File: src/sv/msp_pkg.sv
package msp_pkg;

    // Fixed-point constants of the regulator
    localparam int unsigned FILTER_MS   = 20;
    localparam int unsigned TIMER_HZ    = 128834;
    localparam int unsigned SPD_SCALE   = 100000;
    localparam int unsigned SPD_SAT     = 40000;
    localparam int unsigned PWM_MAX     = 10000;
    localparam int unsigned KI_DIV      = 1000;
    localparam int unsigned KI_X100     = 8;
    localparam int unsigned MAX_INT_MS  = 50;
    localparam int unsigned STOP_BAND   = 100;

    // x / KI_DIV as (x * KI_RECIP) >> KI_SHIFT, exact for x below 2^25
    localparam int unsigned KI_RECIP    = 34359739;
    localparam int unsigned KI_SHIFT    = 35;

    // Shared divider geometry
    localparam int unsigned NUM_W = 66;
    localparam int unsigned DEN_W = 49;
    localparam int unsigned QUO_W = 18;

    typedef enum logic [3:0] {
        CMD_NONE,
        CMD_LOAD,
        CMD_RESET_STATE,
        CMD_MUL1,
        CMD_MUL2,
        CMD_FILT,
        CMD_PI,
        CMD_KI,
        CMD_FINISH,
        CMD_ZERO_OUT
    } cmd_op_t;

    typedef struct packed {
        cmd_op_t op;
        logic    div_start;
    } ctrl_cmd_t;

    typedef struct packed {
        logic mode;
        logic elapsed_zero;
        logic div_done;
        logic out_free;
    } dp_sts_t;

endpackage

File: src/sv/msp_ctrl.sv
module msp_ctrl (
    input  logic                clk,
    input  logic                rst_n,
    input  logic                in_valid,
    output logic                in_ready,
    input  msp_pkg::dp_sts_t    sts,
    output msp_pkg::ctrl_cmd_t  cmd
);

    typedef enum logic [3:0] {
        ST_IDLE,
        ST_DECIDE,
        ST_MUL2,
        ST_SPD_GO,
        ST_SPD_WAIT,
        ST_FILT_PREP,
        ST_FILT_GO,
        ST_FILT_WAIT,
        ST_PI_PREP,
        ST_KI,
        ST_FINISH,
        ST_ZOUT
    } state_t;

    state_t state_reg;
    state_t state_next;

    always_comb begin
        state_next    = state_reg;
        cmd.op        = msp_pkg::CMD_NONE;
        cmd.div_start = 1'b0;
        case (state_reg)
            ST_IDLE:
            begin
                if (in_valid)
                begin
                    cmd.op     = msp_pkg::CMD_LOAD;
                    state_next = ST_DECIDE;
                end
            end
            ST_DECIDE:
            begin
                if (sts.mode)
                begin
                    cmd.op     = msp_pkg::CMD_RESET_STATE;
                    state_next = ST_IDLE;
                end
                else if (sts.elapsed_zero)
                begin
                    state_next = ST_ZOUT;
                end
                else
                begin
                    cmd.op     = msp_pkg::CMD_MUL1;
                    state_next = ST_MUL2;
                end
            end
            ST_MUL2:
            begin
                cmd.op     = msp_pkg::CMD_MUL2;
                state_next = ST_SPD_GO;
            end
            ST_SPD_GO:
            begin
                cmd.div_start = 1'b1;
                state_next    = ST_SPD_WAIT;
            end
            ST_SPD_WAIT:
            begin
                if (sts.div_done)
                    state_next = ST_FILT_PREP;
            end
            ST_FILT_PREP:
            begin
                cmd.op     = msp_pkg::CMD_FILT;
                state_next = ST_FILT_GO;
            end
            ST_FILT_GO:
            begin
                cmd.div_start = 1'b1;
                state_next    = ST_FILT_WAIT;
            end
            ST_FILT_WAIT:
            begin
                if (sts.div_done)
                    state_next = ST_PI_PREP;
            end
            ST_PI_PREP:
            begin
                cmd.op     = msp_pkg::CMD_PI;
                state_next = ST_KI;
            end
            ST_KI:
            begin
                cmd.op     = msp_pkg::CMD_KI;
                state_next = ST_FINISH;
            end
            ST_FINISH:
            begin
                if (sts.out_free)
                begin
                    cmd.op     = msp_pkg::CMD_FINISH;
                    state_next = ST_IDLE;
                end
            end
            ST_ZOUT:
            begin
                if (sts.out_free)
                begin
                    cmd.op     = msp_pkg::CMD_ZERO_OUT;
                    state_next = ST_IDLE;
                end
            end
            default:
            begin
                state_next = ST_IDLE;
            end
        endcase
    end

    always_ff @(posedge clk or negedge rst_n) begin
        if (!rst_n)
            state_reg <= ST_IDLE;
        else
            state_reg <= state_next;
    end

    assign in_ready = (state_reg == ST_IDLE);

    a_accept_decide: assert property (@(posedge clk) disable iff (!rst_n)
        (in_valid && in_ready) |=> (state_reg == ST_DECIDE))
        else $error("accepted request did not move to decode");

    a_done_in_wait: assert property (@(posedge clk) disable iff (!rst_n)
        sts.div_done |-> (state_reg == ST_SPD_WAIT || state_reg == ST_FILT_WAIT))
        else $error("divider finished outside a wait state");

    a_finish_free: assert property (@(posedge clk) disable iff (!rst_n)
        (cmd.op == msp_pkg::CMD_FINISH || cmd.op == msp_pkg::CMD_ZERO_OUT)
        |-> sts.out_free)
        else $error("result written into a full output register");

    a_start_wait: assert property (@(posedge clk) disable iff (!rst_n)
        cmd.div_start |=> (state_reg == ST_SPD_WAIT || state_reg == ST_FILT_WAIT))
        else $error("divider started without a wait state following");

endmodule

File: config.mk
export PLATFORM = sky130hd
export DESIGN_NAME = msp_ctrl
export DESIGN_NICKNAME = d
export VERILOG_FILES = /design/src/sv/msp_pkg.sv /design/src/sv/msp_ctrl.sv
export SDC_FILE = /design/constraint.sdc
export NUM_CORES = 1
export LEC_CHECK = 0
export BUFFER_PORTS_ARGS = -buffer_cell sky130_fd_sc_hd__buf_2
export CAP_MARGIN = 0
export CORE_MARGIN = 3
export CORE_UTILIZATION = 25
export CTS_BUF_LIST = sky130_fd_sc_hd__clkbuf_2 sky130_fd_sc_hd__clkbuf_4 sky130_fd_sc_hd__clkbuf_8
export DETAILED_ROUTE_END_ITERATION = 8
export GPL_ROUTABILITY_DRIVEN = 0
export PLACE_DENSITY = 0.54
export REMOVE_ABC_BUFFERS = 1
export SYNTH_ARGS = -nofsm -noshare
export SYNTH_HDL_FRONTEND = slang
export SYNTH_SLANG_ARGS = --single-unit
File: constraint.sdc
create_clock -name clk -period 2.5 [get_ports clk]
set_clock_uncertainty 0.05 [all_clocks]
set_input_delay 0.125 -clock clk [delete_from_list [all_inputs] [get_ports clk]]
set_output_delay 0.125 -clock clk [all_outputs]
set_load 0.02 [all_outputs]
==> results.tsv <==
stage	metric	value	unit
status	status	finished clean	
clock_network	clk_latency	0.23	ns
placed_design	port_buffers	12	
critical_path	critPathCaptureType	output port	
detailed_routing	highest_layer	met3	
placed_design	dpl.hpwl	649	um
placed_design	place_worst_setup_slack	0.814	ns
timing	setup_ws	0.725	ns
floorplanning	dieHeight	45.9	um
critical_path	crit_required	2.33	ns
floorplanning	fp.coreArea	1400	sq um
detailed_routing	dr.pass1.iters	4	
critical_path	r2r-start	state_reg[0]$_DFFE_PN0P_	
synth	synthCells	50	
global_routing	grt_usage	0.103	
final_layout	synthToLayoutAreaGrowth	21.1	%
clock_network	cts_tree	built	
floorplanning	io_pins	13	
critical_path	timing.rr.end	state_reg[0]$_DFFE_PN0P_	
timing	fmax	563	MHz
synth	yosys_register_bits	4	
critical_path	crit_type	flip-flop to output port	
synth	synthFlopType	dfrtp_1	
synth	synth.distinct_cells	29	
hold_path	hp-class	primary input to async pin	
timing	fin_tns_setup	0	ns
clock_network	numCtsBuffers	3	
clock_network	cts.sinks	4	
final_layout	post-route-util	0.344	
global_routing	antenna_found_initial	0	
synth	async_reset_ff_frac	1.00	
critical_path	cp_data_arrival_time	1.60	ns
job	cap_violations	0	
critical_path	crit_path_start_kind	flip-flop	
timing	period_needed	1.77	ns
final_layout	n_antenna_cell	0	
detailed_routing	drtIter0Drc	6	
detailed_routing	ant_nets	0	
detailed_routing	met1_length	510	um
timing	hold_viol	0	
global_routing	grt_pass1_wl	1550	um
clock_network	h-tree-depth	1	
synth	synth_area	398	sq um
critical_path	ff2ff_path_depth	4	
timing	finalSetupViolations	0	
timing	rsz0062_at_grt	no	
detailed_routing	routed_wl	930	um
critical_path	crit_fanout	18	
clock_network	cts_root_buffer	clkbuf_4	
synth	synth_edf_count	0	
clock_network	clk_pin_slew	0.04	ns
synth	yosys.area.top_type_share	0.252	
synth	synth_area_per_cell	7.96	sq um
final_layout	drive_gt1_frac	0.295	
floorplanning	die_area	2110	sq um
detailed_routing	post-route-drc-count	0	
clock_network	cts_hold_buf	1	
timing	min_period_over_period	0.710	
synth	ys_warn_count	0	
detailed_routing	wl_met2	392	um
timing	worst_slew_pin_slew	0.549	ns
final_layout	final_cell_mix	12 x buf_2, 4 x nand2b_1, 4 x nor2b_1, 4 x a21oi_1, 4 x dfrtp_1	
final_layout	final_nets	70	
detailed_routing	vias	393	
global_routing	grt_max_degree	19	
power_and_ir_drop	p_leak	0.209	nW
synth	seq_area_frac_synth	0.252	
timing	relSlewSlack	0.634	
placed_design	dp_cells	72	
detailed_routing	wl_per_cell	12.2	um
detailed_routing	dr_wl_met3	28	um
synth	synth_top_area_cell	dfrtp_1	
floorplanning	rows	13	
clock_network	postCtsSetupBuffers	0	
floorplanning	start_util	0.284	
floorplanning	fp.dieW	45.9	um
global_routing	grt.overflow.total	0	
final_layout	stdcell_count	76	
clock_network	cts_resized	0	
power_and_ir_drop	peakVddDrop	0.459	mV
clock_network	clock_path_buffers	2	
final_layout	final_common_cell	buf_2	
timing	slew_viol_final	0	
final_layout	largest_register_ffs	4	
detailed_routing	viasPerCell	5.17	
critical_path	r2r_slack	0.81	ns
synth	netlist_top_cells_area	dfrtp_1 25%, nand2b_1 6.3%, nor2b_1 6.3%	
global_routing	grt_pass1_vias	348	
power_and_ir_drop	p_per_area	1530	nW/um^2
-- cells by family after synthesis --
group	synth area share
AND/OR/NAND/NOR	0.305
multiplexers	0.0377
XOR/XNOR	0.0440
AO/OA/AOI/OAI	0.274
flip-flops	0.252
buffers and inverters	0.0880
-- cell usage after synthesis, types with 2 or more instances --
cell type,instances
a21oi_1,4
a32o_1,2
clkbuf_1,3
dfrtp_1,4
inv_1,2
nand2b_1,4
nor2_1,3
nor2b_1,4
nor3_1,2
o21ai_1,3
-- how the worst max path moves through the flow --
stage,slack (ns),to,start
floorplan,0.94,state_reg[0]$_DFFE_PN0P_,state_reg[0]$_DFFE_PN0P_
global placement,0.84,state_reg[0]$_DFFE_PN0P_,state_reg[0]$_DFFE_PN0P_
detailed placement,0.81,state_reg[0]$_DFFE_PN0P_,state_reg[0]$_DFFE_PN0P_
CTS,0.71,cmd[1],state_reg[0]$_DFFE_PN0P_
global route,0.54,cmd[3],state_reg[3]$_DFFE_PN0P_
finish,0.73,cmd[1],state_reg[0]$_DFFE_PN0P_
-- power breakdown --
part	switching [mW]	internal [mW]	total, mW
logic	0.207	0.211	0.418
clock network	0.0257	0.0536	0.0794
registers	0.141	0.0984	0.240
-- layout make-up --
class | instances | area (sq um)
Fill cell | 165 | 917
Multi-Input combinational cell | 39 | 263
Timing Repair Buffer | 13 | 70.1
Sequential cell | 4 | 100
Clock buffer | 3 | 22.5
Inverter | 2 | 7.51
Tap cell | 15 | 18.8
-- metal layers --
layer	vias up	track usage
met5	-	0
li1	208	-
met4	0	0.0511
met2	6	0.143
met3	0	0.0237
met1	179	0.145
-- through the flow --
step | area (sq um) | total power [mW] | hold slack [ns]
6_report | 482 | 0.737 | 0.173
5_1_grt | 482 | 0.821 | 0.165
4_1_cts | 482 | 0.745 | 0.161
3_5_place_dp | 449 | 0.659 | -0.119
3_3_place_gp | 449 | 0.661 | -0.119
2_1_floorplan | 370 | 0.535 | -0.221
-- worst max-delay path: stages (launching register included) --
cell and delay, ns:
dfrtp_1 0.68, nor3b_1 0.12, a21oi_1 0.14, o21ai_1 0.07
a32o_1 0.21, buf_2 0.15
(Power assumes the default switching activity.)
